<file path="src/rtl/core/register_machine_execute_unit_assert.svh">
// assertion macros used by the execute unit rtl
`ifndef REGISTER_MACHINE_EXECUTE_UNIT_ASSERT_SVH
`define REGISTER_MACHINE_EXECUTE_UNIT_ASSERT_SVH

// same-cycle implication, checked out of reset
`define RME_ASSERT_NOW(lbl, ante, cons, msg) \
    lbl: assert property (@(posedge i_clk) disable iff (!i_rst_n) (ante) |-> (cons)) \
        else $error(msg);

// next-cycle implication, checked out of reset
`define RME_ASSERT_NXT(lbl, ante, cons, msg) \
    lbl: assert property (@(posedge i_clk) disable iff (!i_rst_n) (ante) |=> (cons)) \
        else $error(msg);

`endif

</file>
<file path="src/rtl/core/rme_pkg.sv">
// ----------------------------------------------------------------------------
// rme_pkg
// Shared widths, opcodes, sequencer states and control structs of the
// register machine execute unit.
// ----------------------------------------------------------------------------
package rme_pkg;

    localparam int unsigned DATA_W         = 32;
    localparam int unsigned FUNC_W         = 4;
    localparam int unsigned REG_A_W        = 4;
    localparam int unsigned NEXT_PC_W      = 10;
    localparam int unsigned NUM_REGS_DEF   = 16;
    localparam int unsigned PROG_DEPTH_DEF = 1024;

    typedef enum logic [FUNC_W-1:0] {
        OP_JEZ   = 4'd0,
        OP_JNZ   = 4'd1,
        OP_JGZ   = 4'd2,
        OP_JLZ   = 4'd3,
        OP_SET   = 4'd4,
        OP_EXIT  = 4'd5,
        OP_PRINT = 4'd6,
        OP_IN    = 4'd7,
        OP_ADD   = 4'd8,
        OP_SUB   = 4'd9,
        OP_MUL   = 4'd10,
        OP_DIV   = 4'd11
    } t_op;

    typedef enum logic [2:0] {
        S_IDLE,
        S_REDUCE,
        S_READ,
        S_EXEC,
        S_MUL,
        S_DIV,
        S_DONE
    } t_state;

    typedef struct packed {
        logic [NEXT_PC_W-1:0] next_pc;
        logic                 out_valid;
        logic [DATA_W-1:0]    out_value;
        logic                 halted;
        logic                 div_by_zero;
    } t_rsp;

    typedef struct packed {
        logic start;
        logic sgn;
    } t_div_ctl;

    typedef struct packed {
        logic busy;
        logic done;
    } t_div_sts;

endpackage

</file>
<file path="src/rtl/core/rme_in_if.sv">
// ----------------------------------------------------------------------------
// rme_in_if
// Instruction request channel: valid/ready handshake with decoded fields.
// ----------------------------------------------------------------------------
interface rme_in_if;

    logic                               valid;
    logic                               ready;
    logic [rme_pkg::FUNC_W-1:0]         func;
    logic [rme_pkg::REG_A_W-1:0]        reg_a;
    logic signed [rme_pkg::DATA_W-1:0]  operand_b;
    logic signed [rme_pkg::DATA_W-1:0]  in_value;

    modport source (output valid, func, reg_a, operand_b, in_value, input ready);
    modport sink   (input valid, func, reg_a, operand_b, in_value, output ready);

endinterface

</file>
<file path="src/rtl/core/rme_out_if.sv">
// ----------------------------------------------------------------------------
// rme_out_if
// Result channel: valid/ready handshake with one result per instruction.
// ----------------------------------------------------------------------------
interface rme_out_if;

    logic                               valid;
    logic                               ready;
    logic [rme_pkg::NEXT_PC_W-1:0]      next_pc;
    logic                               out_valid;
    logic signed [rme_pkg::DATA_W-1:0]  out_value;
    logic                               halted;
    logic                               div_by_zero;

    modport source (output valid, next_pc, out_valid, out_value, halted, div_by_zero,
                    input ready);
    modport sink   (input valid, next_pc, out_valid, out_value, halted, div_by_zero,
                    output ready);

endinterface

</file>
<file path="src/rtl/core/rme_regfile.sv">
// ----------------------------------------------------------------------------
// rme_regfile
// Register file memory: one write port, two registered read ports, per-entry
// valid bits so that unwritten entries read as zero after reset.
// ----------------------------------------------------------------------------
module rme_regfile #(
    parameter int unsigned NUM_REGS = rme_pkg::NUM_REGS_DEF,
    localparam int unsigned IDX_W   = $clog2(NUM_REGS)
) (
    input  logic                       i_clk,
    input  logic                       i_rst_n,
    input  logic                       i_wr_en,
    input  logic [IDX_W-1:0]           i_wr_addr,
    input  logic [rme_pkg::DATA_W-1:0] i_wr_data,
    input  logic [IDX_W-1:0]           i_rd_addr_a,
    input  logic [IDX_W-1:0]           i_rd_addr_b,
    output logic [rme_pkg::DATA_W-1:0] o_rd_data_a,
    output logic [rme_pkg::DATA_W-1:0] o_rd_data_b
);

    logic [rme_pkg::DATA_W-1:0] r_mem [NUM_REGS];
    logic [NUM_REGS-1:0]        r_vld;
    logic [rme_pkg::DATA_W-1:0] r_rd_a;
    logic [rme_pkg::DATA_W-1:0] r_rd_b;

    always_ff @(posedge i_clk) begin
        if (!i_rst_n) begin
            r_vld <= '0;
        end else if (i_wr_en) begin
            r_vld[i_wr_addr] <= 1'b1;
        end
    end

    always_ff @(posedge i_clk) begin
        if (i_wr_en) begin
            r_mem[i_wr_addr] <= i_wr_data;
        end
        r_rd_a <= r_vld[i_rd_addr_a] ? r_mem[i_rd_addr_a] : '0;
        r_rd_b <= r_vld[i_rd_addr_b] ? r_mem[i_rd_addr_b] : '0;
    end

    assign o_rd_data_a = r_rd_a;
    assign o_rd_data_b = r_rd_b;

endmodule

</file>
<file path="src/rtl/core/rme_divider.sv">
// ----------------------------------------------------------------------------
// rme_divider
// Shared iterative restoring divider, one quotient bit per cycle. Signed mode
// truncates toward zero; unsigned mode also serves index and target reduction.
// ----------------------------------------------------------------------------
module rme_divider (
    input  logic                       i_clk,
    input  logic                       i_rst_n,
    input  rme_pkg::t_div_ctl          i_ctl,
    input  logic [rme_pkg::DATA_W-1:0] i_num,
    input  logic [rme_pkg::DATA_W-1:0] i_den,
    output rme_pkg::t_div_sts          o_sts,
    output logic [rme_pkg::DATA_W-1:0] o_quo,
    output logic [rme_pkg::DATA_W-1:0] o_rem
);

    localparam int unsigned DW    = rme_pkg::DATA_W;
    localparam int unsigned CNT_W = $clog2(DW + 1);

    logic [CNT_W-1:0] r_cnt;
    logic             r_done;
    logic             r_qneg;
    logic [DW-1:0]    r_quo;
    logic [DW-1:0]    r_rem;
    logic [DW-1:0]    r_den;

    logic             num_neg;
    logic             den_neg;
    logic [DW-1:0]    num_abs;
    logic [DW-1:0]    den_abs;
    logic [DW:0]      rem_sh;
    logic [DW:0]      diff;

    assign num_neg = i_ctl.sgn & i_num[DW-1];
    assign den_neg = i_ctl.sgn & i_den[DW-1];
    assign num_abs = num_neg ? (DW'(0) - i_num) : i_num;
    assign den_abs = den_neg ? (DW'(0) - i_den) : i_den;
    assign rem_sh  = {r_rem, r_quo[DW-1]};
    assign diff    = rem_sh - {1'b0, r_den};

    always_ff @(posedge i_clk) begin
        if (!i_rst_n) begin
            r_cnt  <= '0;
            r_done <= 1'b0;
        end else if (i_ctl.start) begin
            r_cnt  <= CNT_W'(DW);
            r_done <= 1'b0;
        end else if (r_cnt != '0) begin
            r_cnt  <= r_cnt - CNT_W'(1);
            r_done <= (r_cnt == CNT_W'(1));
        end else begin
            r_done <= 1'b0;
        end
    end

    always_ff @(posedge i_clk) begin
        if (i_ctl.start) begin
            r_qneg <= num_neg ^ den_neg;
            r_quo  <= num_abs;
            r_rem  <= '0;
            r_den  <= den_abs;
        end else if (r_cnt != '0) begin
            if (!diff[DW]) begin
                r_rem <= diff[DW-1:0];
                r_quo <= {r_quo[DW-2:0], 1'b1};
            end else begin
                r_rem <= rem_sh[DW-1:0];
                r_quo <= {r_quo[DW-2:0], 1'b0};
            end
        end
    end

    assign o_sts.busy = (r_cnt != '0);
    assign o_sts.done = r_done;
    assign o_quo      = r_qneg ? (DW'(0) - r_quo) : r_quo;
    assign o_rem      = r_rem;

endmodule

</file>
<file path="src/rtl/core/register_machine_execute_unit.sv">
// ----------------------------------------------------------------------------
// register_machine_execute_unit
// Executes one decoded register machine instruction per request against a
// register file, a program counter and a halt flag; one result per request.
// ----------------------------------------------------------------------------
// A request is taken only while the sequencer is idle; the result then sits
// in an output register, so the next request is taken while it waits. Jumps,
// set, in, add, sub, print, exit and unused codes pass the read, execute and
// result states, mul adds one registered multiply, and div waits in its own
// state on the 32-step shared divider; a div with a zero divisor skips the
// divider. When NUM_REGS is not a power of two, add/sub/mul/div first reduce
// operand_b to a register index through the same divider, and when PROG_DEPTH
// is not a power of two the jumps reduce their target the same way. A request
// that arrives after exit goes straight to the result state. There is no
// clearing pass: the register file reads zero until an entry is written.
module register_machine_execute_unit #(
    parameter int unsigned NUM_REGS   = rme_pkg::NUM_REGS_DEF,
    parameter int unsigned PROG_DEPTH = rme_pkg::PROG_DEPTH_DEF
) (
    input  logic       i_clk,
    input  logic       i_rst_n,
    rme_in_if.sink     i_req,
    rme_out_if.source  o_rsp
);

`include "register_machine_execute_unit_assert.svh"

    localparam int unsigned DW     = rme_pkg::DATA_W;
    localparam int unsigned RA_W   = rme_pkg::REG_A_W;
    localparam int unsigned NPC_W  = rme_pkg::NEXT_PC_W;
    localparam int unsigned IDX_W  = $clog2(NUM_REGS);
    localparam int unsigned PC_W   = $clog2(PROG_DEPTH);
    localparam int unsigned RED_W  = (IDX_W > RA_W) ? IDX_W : RA_W;
    localparam bit REGS_POW2       = (NUM_REGS & (NUM_REGS - 1)) == 0;
    localparam bit DEPTH_POW2      = (PROG_DEPTH & (PROG_DEPTH - 1)) == 0;

    rme_pkg::t_state             r_state, n_state;
    logic [rme_pkg::FUNC_W-1:0]  r_func, n_func;
    logic [IDX_W-1:0]            r_ia, n_ia;
    logic [IDX_W-1:0]            r_ib, n_ib;
    logic [DW-1:0]               r_opb, n_opb;
    logic [DW-1:0]               r_inv, n_inv;
    logic [PC_W-1:0]             r_target, n_target;
    logic [PC_W-1:0]             r_pc, n_pc;
    logic                        r_halt, n_halt;
    logic [DW-1:0]               r_prod, n_prod;
    rme_pkg::t_rsp               r_res, n_res;
    rme_pkg::t_rsp               r_out;
    logic                        r_out_vld;

    logic                        out_load;
    logic [PC_W-1:0]             pc_inc;
    logic                        taken;
    logic [RED_W-1:0]            ia_red;
    logic                        need_red;

    logic                        wr_en;
    logic [DW-1:0]               wr_data;
    logic [DW-1:0]               ra;
    logic [DW-1:0]               rb;

    rme_pkg::t_div_ctl           div_ctl;
    rme_pkg::t_div_sts           div_sts;
    logic [DW-1:0]               div_num;
    logic [DW-1:0]               div_den;
    logic [DW-1:0]               div_quo;
    logic [DW-1:0]               div_rem;

    rme_regfile #(
        .NUM_REGS (NUM_REGS)
    ) u_regfile (
        .i_clk       (i_clk),
        .i_rst_n     (i_rst_n),
        .i_wr_en     (wr_en),
        .i_wr_addr   (r_ia),
        .i_wr_data   (wr_data),
        .i_rd_addr_a (r_ia),
        .i_rd_addr_b (r_ib),
        .o_rd_data_a (ra),
        .o_rd_data_b (rb)
    );

    rme_divider u_divider (
        .i_clk   (i_clk),
        .i_rst_n (i_rst_n),
        .i_ctl   (div_ctl),
        .i_num   (div_num),
        .i_den   (div_den),
        .o_sts   (div_sts),
        .o_quo   (div_quo),
        .o_rem   (div_rem)
    );

    // reg_a modulo NUM_REGS on four bits
    always_comb begin
        ia_red = RED_W'(i_req.reg_a);
        for (int k = 0; k < 8; k++) begin
            if (ia_red >= NUM_REGS) begin
                ia_red = ia_red - RED_W'(NUM_REGS);
            end
        end
    end

    assign pc_inc = (r_pc == PC_W'(PROG_DEPTH - 1)) ? '0 : (r_pc + PC_W'(1));

    always_comb begin
        case (i_req.func) inside
            rme_pkg::OP_JEZ, rme_pkg::OP_JNZ, rme_pkg::OP_JGZ, rme_pkg::OP_JLZ:
                need_red = !DEPTH_POW2;
            rme_pkg::OP_ADD, rme_pkg::OP_SUB, rme_pkg::OP_MUL, rme_pkg::OP_DIV:
                need_red = !REGS_POW2;
            default:
                need_red = 1'b0;
        endcase
    end

    always_comb begin
        unique case (rme_pkg::t_op'(r_func))
            rme_pkg::OP_JEZ: taken = (ra == '0);
            rme_pkg::OP_JNZ: taken = (ra != '0);
            rme_pkg::OP_JGZ: taken = (ra != '0) && !ra[DW-1];
            rme_pkg::OP_JLZ: taken = ra[DW-1];
            default:         taken = 1'b0;
        endcase
    end

    always_comb begin
        n_state  = r_state;
        n_func   = r_func;
        n_ia     = r_ia;
        n_ib     = r_ib;
        n_opb    = r_opb;
        n_inv    = r_inv;
        n_target = r_target;
        n_pc     = r_pc;
        n_halt   = r_halt;
        n_prod   = r_prod;
        n_res    = r_res;
        wr_en    = 1'b0;
        wr_data  = r_opb;
        div_ctl  = '{start: 1'b0, sgn: 1'b0};
        div_num  = ra;
        div_den  = rb;
        out_load = 1'b0;
        i_req.ready = 1'b0;

        unique case (r_state)
            rme_pkg::S_IDLE: begin
                i_req.ready = 1'b1;
                div_num = i_req.operand_b;
                div_den = DW'(NUM_REGS);
                if (i_req.func inside {rme_pkg::OP_JEZ, rme_pkg::OP_JNZ,
                                       rme_pkg::OP_JGZ, rme_pkg::OP_JLZ}) begin
                    div_den = DW'(PROG_DEPTH);
                end
                if (i_req.valid) begin
                    n_func   = i_req.func;
                    n_ia     = IDX_W'(ia_red);
                    n_ib     = i_req.operand_b[IDX_W-1:0];
                    n_opb    = i_req.operand_b;
                    n_inv    = i_req.in_value;
                    n_target = i_req.operand_b[PC_W-1:0];
                    if (r_halt) begin
                        n_res   = '{next_pc: NPC_W'(r_pc), out_valid: 1'b0, out_value: '0,
                                    halted: 1'b1, div_by_zero: 1'b0};
                        n_state = rme_pkg::S_DONE;
                    end else if (need_red) begin
                        div_ctl = '{start: 1'b1, sgn: 1'b0};
                        n_state = rme_pkg::S_REDUCE;
                    end else begin
                        n_state = rme_pkg::S_READ;
                    end
                end
            end
            rme_pkg::S_REDUCE: begin
                if (div_sts.done) begin
                    n_ib     = IDX_W'(div_rem);
                    n_target = PC_W'(div_rem);
                    n_state  = rme_pkg::S_READ;
                end
            end
            rme_pkg::S_READ: begin
                n_state = rme_pkg::S_EXEC;
            end
            rme_pkg::S_EXEC: begin
                n_pc    = taken ? r_target : pc_inc;
                n_res   = '{next_pc: NPC_W'(n_pc), out_valid: 1'b0, out_value: '0,
                            halted: 1'b0, div_by_zero: 1'b0};
                n_state = rme_pkg::S_DONE;
                div_num = ra;
                div_den = rb;
                case (r_func)
                    rme_pkg::OP_SET: begin
                        wr_en   = 1'b1;
                        wr_data = r_opb;
                    end
                    rme_pkg::OP_EXIT: begin
                        n_halt       = 1'b1;
                        n_res.halted = 1'b1;
                    end
                    rme_pkg::OP_PRINT: begin
                        n_res.out_valid = 1'b1;
                        n_res.out_value = ra;
                    end
                    rme_pkg::OP_IN: begin
                        wr_en   = 1'b1;
                        wr_data = r_inv;
                    end
                    rme_pkg::OP_ADD: begin
                        wr_en   = 1'b1;
                        wr_data = ra + rb;
                    end
                    rme_pkg::OP_SUB: begin
                        wr_en   = 1'b1;
                        wr_data = ra - rb;
                    end
                    rme_pkg::OP_MUL: begin
                        n_prod  = ra * rb;
                        n_state = rme_pkg::S_MUL;
                    end
                    rme_pkg::OP_DIV: begin
                        if (rb == '0) begin
                            n_res.div_by_zero = 1'b1;
                        end else begin
                            div_ctl = '{start: 1'b1, sgn: 1'b1};
                            n_state = rme_pkg::S_DIV;
                        end
                    end
                    default: begin
                    end
                endcase
            end
            rme_pkg::S_MUL: begin
                wr_en   = 1'b1;
                wr_data = r_prod;
                n_state = rme_pkg::S_DONE;
            end
            rme_pkg::S_DIV: begin
                if (div_sts.done) begin
                    wr_en   = 1'b1;
                    wr_data = div_quo;
                    n_state = rme_pkg::S_DONE;
                end
            end
            rme_pkg::S_DONE: begin
                if (!r_out_vld || o_rsp.ready) begin
                    out_load = 1'b1;
                    n_state  = rme_pkg::S_IDLE;
                end
            end
            default: begin
                n_state = rme_pkg::S_IDLE;
            end
        endcase
    end

    always_ff @(posedge i_clk) begin
        if (!i_rst_n) begin
            r_state   <= rme_pkg::S_IDLE;
            r_pc      <= '0;
            r_halt    <= 1'b0;
            r_out_vld <= 1'b0;
        end else begin
            r_state <= n_state;
            r_pc    <= n_pc;
            r_halt  <= n_halt;
            if (out_load) begin
                r_out_vld <= 1'b1;
            end else if (o_rsp.ready) begin
                r_out_vld <= 1'b0;
            end
        end
    end

    always_ff @(posedge i_clk) begin
        r_func   <= n_func;
        r_ia     <= n_ia;
        r_ib     <= n_ib;
        r_opb    <= n_opb;
        r_inv    <= n_inv;
        r_target <= n_target;
        r_prod   <= n_prod;
        r_res    <= n_res;
        if (out_load) begin
            r_out <= r_res;
        end
    end

    assign o_rsp.valid       = r_out_vld;
    assign o_rsp.next_pc     = r_out.next_pc;
    assign o_rsp.out_valid   = r_out.out_valid;
    assign o_rsp.out_value   = r_out.out_value;
    assign o_rsp.halted      = r_out.halted;
    assign o_rsp.div_by_zero = r_out.div_by_zero;

    `RME_ASSERT_NXT(a_busy_after_req, i_req.valid && i_req.ready,
        r_state != rme_pkg::S_IDLE, "sequencer idle right after a request")
    `RME_ASSERT_NXT(a_halt_sticky, r_halt, r_halt, "halt flag cleared without reset")
    `RME_ASSERT_NXT(a_div_done_exit, r_state == rme_pkg::S_DIV && div_sts.done,
        r_state == rme_pkg::S_DONE, "divide finished without reaching result state")
    `RME_ASSERT_NOW(a_div_idle_when_free, r_state == rme_pkg::S_IDLE,
        !div_sts.busy, "divider busy while sequencer idle")

endmodule

</file>
<file path="src/flat_wrapper.sv">
// flat-port wrapper written by rule: the top's interface ports become plain ports
module register_machine_execute_unit_flat 
#(
    parameter int unsigned NUM_REGS   = rme_pkg::NUM_REGS_DEF,
    parameter int unsigned PROG_DEPTH = rme_pkg::PROG_DEPTH_DEF
)
  (i_clk, i_rst_n, i_req_valid, i_req_func, i_req_reg_a, i_req_operand_b, i_req_in_value, i_req_ready, o_rsp_valid, o_rsp_next_pc, o_rsp_out_valid, o_rsp_out_value, o_rsp_halted, o_rsp_div_by_zero, o_rsp_ready);
  rme_in_if i_req_i ();
  rme_out_if o_rsp_i ();
  input  logic i_clk;
  input  logic i_rst_n;
  input wire logic [$bits(i_req_i.valid)-1:0] i_req_valid;
  input wire logic [$bits(i_req_i.func)-1:0] i_req_func;
  input wire logic [$bits(i_req_i.reg_a)-1:0] i_req_reg_a;
  input wire logic [$bits(i_req_i.operand_b)-1:0] i_req_operand_b;
  input wire logic [$bits(i_req_i.in_value)-1:0] i_req_in_value;
  output wire logic [$bits(i_req_i.ready)-1:0] i_req_ready;
  output wire logic [$bits(o_rsp_i.valid)-1:0] o_rsp_valid;
  output wire logic [$bits(o_rsp_i.next_pc)-1:0] o_rsp_next_pc;
  output wire logic [$bits(o_rsp_i.out_valid)-1:0] o_rsp_out_valid;
  output wire logic [$bits(o_rsp_i.out_value)-1:0] o_rsp_out_value;
  output wire logic [$bits(o_rsp_i.halted)-1:0] o_rsp_halted;
  output wire logic [$bits(o_rsp_i.div_by_zero)-1:0] o_rsp_div_by_zero;
  input wire logic [$bits(o_rsp_i.ready)-1:0] o_rsp_ready;
  assign i_req_i.valid = i_req_valid;
  assign i_req_i.func = i_req_func;
  assign i_req_i.reg_a = i_req_reg_a;
  assign i_req_i.operand_b = i_req_operand_b;
  assign i_req_i.in_value = i_req_in_value;
  assign i_req_ready = i_req_i.ready;
  assign o_rsp_valid = o_rsp_i.valid;
  assign o_rsp_next_pc = o_rsp_i.next_pc;
  assign o_rsp_out_valid = o_rsp_i.out_valid;
  assign o_rsp_out_value = o_rsp_i.out_value;
  assign o_rsp_halted = o_rsp_i.halted;
  assign o_rsp_div_by_zero = o_rsp_i.div_by_zero;
  assign o_rsp_i.ready = o_rsp_ready;
  register_machine_execute_unit #(.NUM_REGS(NUM_REGS), .PROG_DEPTH(PROG_DEPTH)) u_core (.i_clk(i_clk), .i_rst_n(i_rst_n), .i_req(i_req_i), .o_rsp(o_rsp_i));
endmodule
</file>
<file path="config.mk">
export PLATFORM = sky130hd
export DESIGN_NAME = register_machine_execute_unit_flat
export DESIGN_NICKNAME = d
export VERILOG_FILES = /design/src/rtl/core/rme_pkg.sv /design/src/rtl/core/rme_in_if.sv /design/src/rtl/core/rme_out_if.sv /design/src/rtl/core/rme_regfile.sv /design/src/rtl/core/rme_divider.sv /design/src/rtl/core/register_machine_execute_unit.sv /design/src/flat_wrapper.sv
export VERILOG_INCLUDE_DIRS = /design/src /design/src/rtl/core
export SDC_FILE = /design/constraint.sdc
export NUM_CORES = 2
export LEC_CHECK = 0
export ABC_AREA = 1
export BUFFER_PORTS_ARGS = -buffer_cell sky130_fd_sc_hd__buf_2
export CAP_MARGIN = 20
export CORE_MARGIN = 8
export CORE_UTILIZATION = 35
export DETAILED_ROUTE_END_ITERATION = 16
export GPL_TIMING_DRIVEN = 0
export PLACE_DENSITY_LB_ADDON = 0.05
export SETUP_SLACK_MARGIN = 0.2
export SLEW_MARGIN = 20
export SYNTH_ARGS = -nofsm -noshare
export SYNTH_HDL_FRONTEND = slang
export SYNTH_SLANG_ARGS = --single-unit
</file>
<file path="constraint.sdc">
create_clock -name i_clk -period 12.8 [get_ports i_clk]
set_input_delay 1.92 -clock i_clk [delete_from_list [all_inputs] [get_ports i_clk]]
set_output_delay 1.92 -clock i_clk [all_outputs]
set_load 0.02 [all_outputs]
</file>
Yosys cells after proc, flatten, opt, wreduce, memory -nomap -nowiden --
Memory sizes are Yosys's and may differ from the RTL's. A register that Yosys moved wholly into a read port is not among the register bits. Cells that the tools add are included.
Storage, ports and cells: register bits 343, RAM bits 512, input port bits 76, output and inout bits 47, logic and storage cells 161, memories kept 1
Cells by class: add/subtract/negate cells 8, multipliers 1, $lt $le $gt $ge 3, equal/unequal tests 27, multiplexer cells 58, bitwise operators 6, reductions and logical operators 28
Memory list:
- u_core.u_regfile.r_mem | words 16, width 32, rd ports 2, clocked after Yosys merged registers in 2, wr ports 1, line rme_regfile.sv:21 | logic [rme_pkg::DATA_W-1:0] r_mem [NUM_REGS];
Operator list (number):
- $mux 32 | 9
- $pmux 32 s3 | 2
- $sub 1x32->32 const A | 3
- $mux 45 | 2
- $pmux 45 s2 | 1
- $logic_not 32->1 | 2
- $mux 10 | 4
- $mux 33 | 1
- $sub 33x32->33 | 1
- $add 32x32->32 | 1
- $mul 32x32->32 | 1
- $reduce_bool 32->1 | 1
- $sub 32x32->32 | 1
- $pmux 3 s7 | 1
- $pmux 10 s2 | 1
- $eq 4x2->1 const B | 4
- $eq 4x3->1 const B | 4
- $eq 4x4->1 const B | 4
- $mux 1 | 16
- $or 16x16->16 | 1
- $mux 3 | 5
- $mux 6 | 2
- $mux 11 | 1
- $add 10x1->10 const B | 1
- other kinds (36) | 62

Depth between registers and ports, before layout --
depth after elaboration 7, gate-level depth with buffers 32, depth with buffers taken out 30

By module --
From an unflattened synthesis, not the netlist that was laid out.
Unflattened totals: cells, all modules 8897, area total of the unflattened synthesis 68876.1 um^2
By module, submodules not included:
- register_machine_execute_unit | instances 1, cells an instance 3805, area an instance 29774.8 um^2, sequential area each 6426.2 um^2
- rme_regfile | instances 1, cells an instance 3590, area an instance 29673.5 um^2, sequential area each 16976.3 um^2
- rme_divider | instances 1, cells an instance 1502, area an instance 9427.8 um^2, sequential area each 2732.6 um^2

Worst setup path after synthesis --
No wires, ideal clock.
path kind register -> register, start point register u_core.u_regfile.r_rd_b (netlist bit u_core.u_regfile.o_rd_data_b[5]), read port of u_core.u_regfile.r_mem, end point register u_core.r_prod[27] (data pin), setup time 0.259 ns, arrival time 6.328 ns, required time 12.541 ns, slack 6.213 ns, cell stages (with the launch flop) 31, buffers on the path 2, period minus slack after synthesis 6.587 ns, path through dfxtp_1 -> clkbuf_1 -> clkbuf_1 -> nand2_1 -> inv_1 -> fa_1 -> fa_1 -> fa_1 -> inv_1 -> fa_1 -> inv_1 -> fa_1 -> inv_1 -> fa_1 -> inv_1 -> fa_1 -> inv_1 -> fa_1 -> inv_1 -> ha_1 -> nand2_1 -> nor2_1 -> inv_1 -> nor2_1 -> nand4_1 -> nand3_1 -> nand2_1 -> nand2_1 -> nand2_1 -> nand2_1 -> xor2_1
On the way: cells in the longest elaborated chain, start to end 1
RTL lines:
- start, declared | line rme_regfile.sv:24 | logic [rme_pkg::DATA_W-1:0] r_rd_b;
- $mul 32x32->32 | line register_machine_execute_unit.sv:218 | n_prod = ra * rb;
- end signal, assigned | line register_machine_execute_unit.sv:282 | r_prod <= n_prod;
- end, declared | line register_machine_execute_unit.sv:46 | logic [DW-1:0] r_prod, n_prod;
Every way passes these cells. A chain may end at the register's enable or synchronous reset.

Worst setup path after layout --
start point register u_core.u_regfile.r_rd_a (netlist bit u_core.u_regfile.o_rd_data_a[12]), read port of u_core.u_regfile.r_mem, end point register u_core.r_prod[31] (data pin)
On the way: cells in the longest elaborated chain, start to end 1
RTL lines:
- start, declared | line rme_regfile.sv:23 | logic [rme_pkg::DATA_W-1:0] r_rd_a;
- $mul 32x32->32 | line register_machine_execute_unit.sv:218
Every way passes these cells.

==> impl_results.md <==
* Outcome: complete, no violations
* Max-cap violations at 0
* Yosys warns at 0
* Synth area leaders: edfxtp_1, fa_1, nand2_1
* Commonest cells in the netlist: nand2_1, inv_1, edfxtp_1, nor2_1, o21ai_0
* Peak supply drop at 0.1130 mV
* Critical path class: reg2reg
* I/O Pins at 123
* Hold WS at 0.4128 ns
* CP top delay family: adder cells
* GR peak layer: met2
* Worst setup EP type: flip-flop
* Relative slew slack at roughly 16%
* Cell variety after synth at about 60
* Hpwl dp at 237,800 microns
* Avg WL per Cell at 29.46 microns
* Chip height at 445.0 microns
* CP arrival at 9.48 ns
* Worst-path fanout max at 10
* CP Buf/Inv Count at 7
* CP peak stage delay at 0.80 ns
* Setup Buffers After CTS at 0
* First-pass iteration count of the detailed router at 9
* Layout cells sized above 1 at 6.717%
* GR Util met1 at 39.57%
* Synthesized area per cell at 8.505 sq um
* Synth area leader: edfxtp_1
* DR vias at 57,020
* Worst Path Required at approximately 13 ns
* FP Rows at 157
* Number of I/O port buffers at ~120
* First-pass GRT wire length at about 420,000 microns
* Clock Root Buffer: clkbuf_16
* EDFF count, synth at 781
* Starting Density at 35.21%
* CTS tree: built
* Syn nets at 8,253
* Initial DRC Count at ~6,400
* Final hold vios at 0
* Crit-path cells: clkbuf_1 -> clkbuf_1 -> nand2_1 -> fa_1 -> inv_1 -> fa_1 -> inv_1 -> fa_1 -> inv_1 -> fa_1 -> inv_1 -> fa_1 -> fa_1 -> fa_1 -> inv_1 -> fa_1 -> ha_1 -> a21oi_1 -> o21ai_0 -> a21oi_1 -> o211ai_1 -> nand3_1 -> nand2_1
* Final min period at between 9 and 10 ns
* Static Leak at 0.03195 uW
* Placed cell count at 10,200
* Post-synthesis cell area at 64,400 sq um
* Met2 Use GR at 48.20%
* Post-Syn Instances at 7,572
* Routed WL at 306,400 microns
* Area share of the largest cell type after synthesis at 36.42%
* R2r setup slk at approximately 3.8 ns
* Setup TNS at 0 ns
* Clock Latency Late Sink at 0.79 ns
* Num CTS Buffers at 104
* Largest net degree at the start of global routing at 34
* Layout area overhead at 12.74%
* Residual DRC at 0
* Final setup viols at 0
* Most frequent CP cell: fa_1
* Clock tree buffer depth at 3
* Slowest cell on crit path: dfxtp_1
* DRT antenna net count at 0
* RSZ-0062 raised after global routing: false
* Total chip power at 11,430 uW
* Most frequent cell after synthesis: nand2_1
* Post_cts resized at 0
* Chip Width at 445.0 microns
* Period utilisation layout at 70.48%
* Die ar. at 198,000 sq um
* Core Area at 182,900 sq um
* Vias in the first global route at 55,500
* Sequential share of the synthesized area at 40.58%
* # hold bufs at CTS at 0
* Met3 Usage GRT at 4.963%
* Final Max Slew Viols at 0
* Gpl congestion at a little under 1
* Slew @ Worst Pin at 1.254 ns
* Clock Skew at around 0.075 ns
* Global Route Usage Sum at 29.97%
* Main flop type after synthesis: edfxtp_1
* Final std cells w/o fill at roughly 10,000
* Initial antenna violation count at 11
* Setup crit start kind: flip-flop
* Ys async rst share at 0%
* Htree depth at 3
* CTS sink cnt at 915
* Vias/cell at around 5.5
* Clock transition at the registers of the reported paths at 0.07 ns
* Max Clk Rate at 0.1109 GHz
* Grt ovf at 0
* Worst Hold Class: reg2reg
* Cell Pwr Density at 157.5 nW/um^2
* Final net count at roughly 8,500
* Synthesis-stage register bit count at 915
==> layer usage <==
| metal | up-vias | part of all wire (%) |
|---|---|---|
| met5 | - | 0.0036 |
| met4 | 2 | 5.6 |
| met3 | 625 | 7.7 |
| met2 | 2761 | 45 |
| met1 | 28360 | 41 |
| li1 | 25270 | - |
==> sequential cells by signal (all words and copies together), names as in the netlist, 16 cells and up <==
| name | count |
|---|---|
| u_core.o_rsp.out_value | 32 |
| u_core.r_inv | 32 |
| u_core.r_opb | 32 |
| u_core.r_prod | 32 |
| u_core.r_res | 45 |
| u_core.u_divider.o_rem | 32 |
| u_core.u_divider.r_den | 32 |
| u_core.u_divider.r_quo | 32 |
| u_core.u_regfile.o_rd_data_a | 32 |
| u_core.u_regfile.o_rd_data_b | 32 |
| u_core.u_regfile.r_mem | 512 |
| u_core.u_regfile.r_vld | 16 |
==> worst paths after layout <==
check                                         from                        to  depth (start not counted)
setup reg to reg  u_core.u_regfile.o_rd_data_a[12]         u_core.r_prod[31]                         23
hold / removal                     u_core.r_res[0]  u_core.o_rsp.div_by_zero                          0
setup / recovery  u_core.u_regfile.o_rd_data_a[12]         u_core.r_prod[31]                         23
hold reg to reg                    u_core.r_res[0]  u_core.o_rsp.div_by_zero                          0
==> layout make-up <==
cell class,instances,area [sq um]
plain buffers,385,1614
clock inverters,57,706.9
well taps,2464,3083
clock buffers,138,2811
fillers,18780,110300
multi-input cells,4968,31950
repair buffers,168,1401
inverters,1304,4900
flip-flops and latches,915,26140
diodes,2,5.005
==> power breakdown <==
group          switching (uW)  internal [uW]  total (uW)
clock network            1350           1800        3140
registers                 280           3620        3900
logic                    3270           1110        4390
==> cells by family (layout without fill, tap and decap cells) <==
logic type / Yosys count / in the layout / synth area share, %
and+or+nand+nor: 2870 / 2870 / 18.05
other: 0 / 2 / 0
AOI/OAI and AO/OA: 1341 / 1341 / 12.66
buffers and inverters: 1689 / 2052 / 10.07
xor gates and xnor gates: 144 / 144 / 1.958
adders and majority gates: 605 / 605 / 16.53
muxes: 8 / 8 / 0.1360
DFF: 915 / 915 / 40.58
==> cells in the final DEF, fill, tap and decap left out, drive strengths merged, types with 6 or more instances in the layout <==
cell and n:
or2 14, xor2 107, bufinv 12, clkinv 40, dfxtp 134, nor4 9
fa 410, a21o 10, a22oi 260, nand3 315, nor3 41, a21oi 236
mux2 6, nand3b 19, nor2 695, inv 1304, o211ai 37, nand2 1718
clkbuf 439, nand4 50, o22ai 63, o21ai 556, ha 195, o21bai 20
a221oi 22, a31oi 48, a21boi 6, buf 252, xnor2 37, o221ai 59
edfxtp 781
==> per-stage QoR <==
stage                     util, %  worst slack, ns  area [sq um]
after floorplan                 -            6.213         64400
after global placement      37.23            3.882         68100
after detailed placement    37.74            4.028         69030
after CTS                   39.67            3.953         72550
after global routing        39.70            3.549         72600
final                       39.70            3.779         72610
Power figures use the tool's default switching activity.
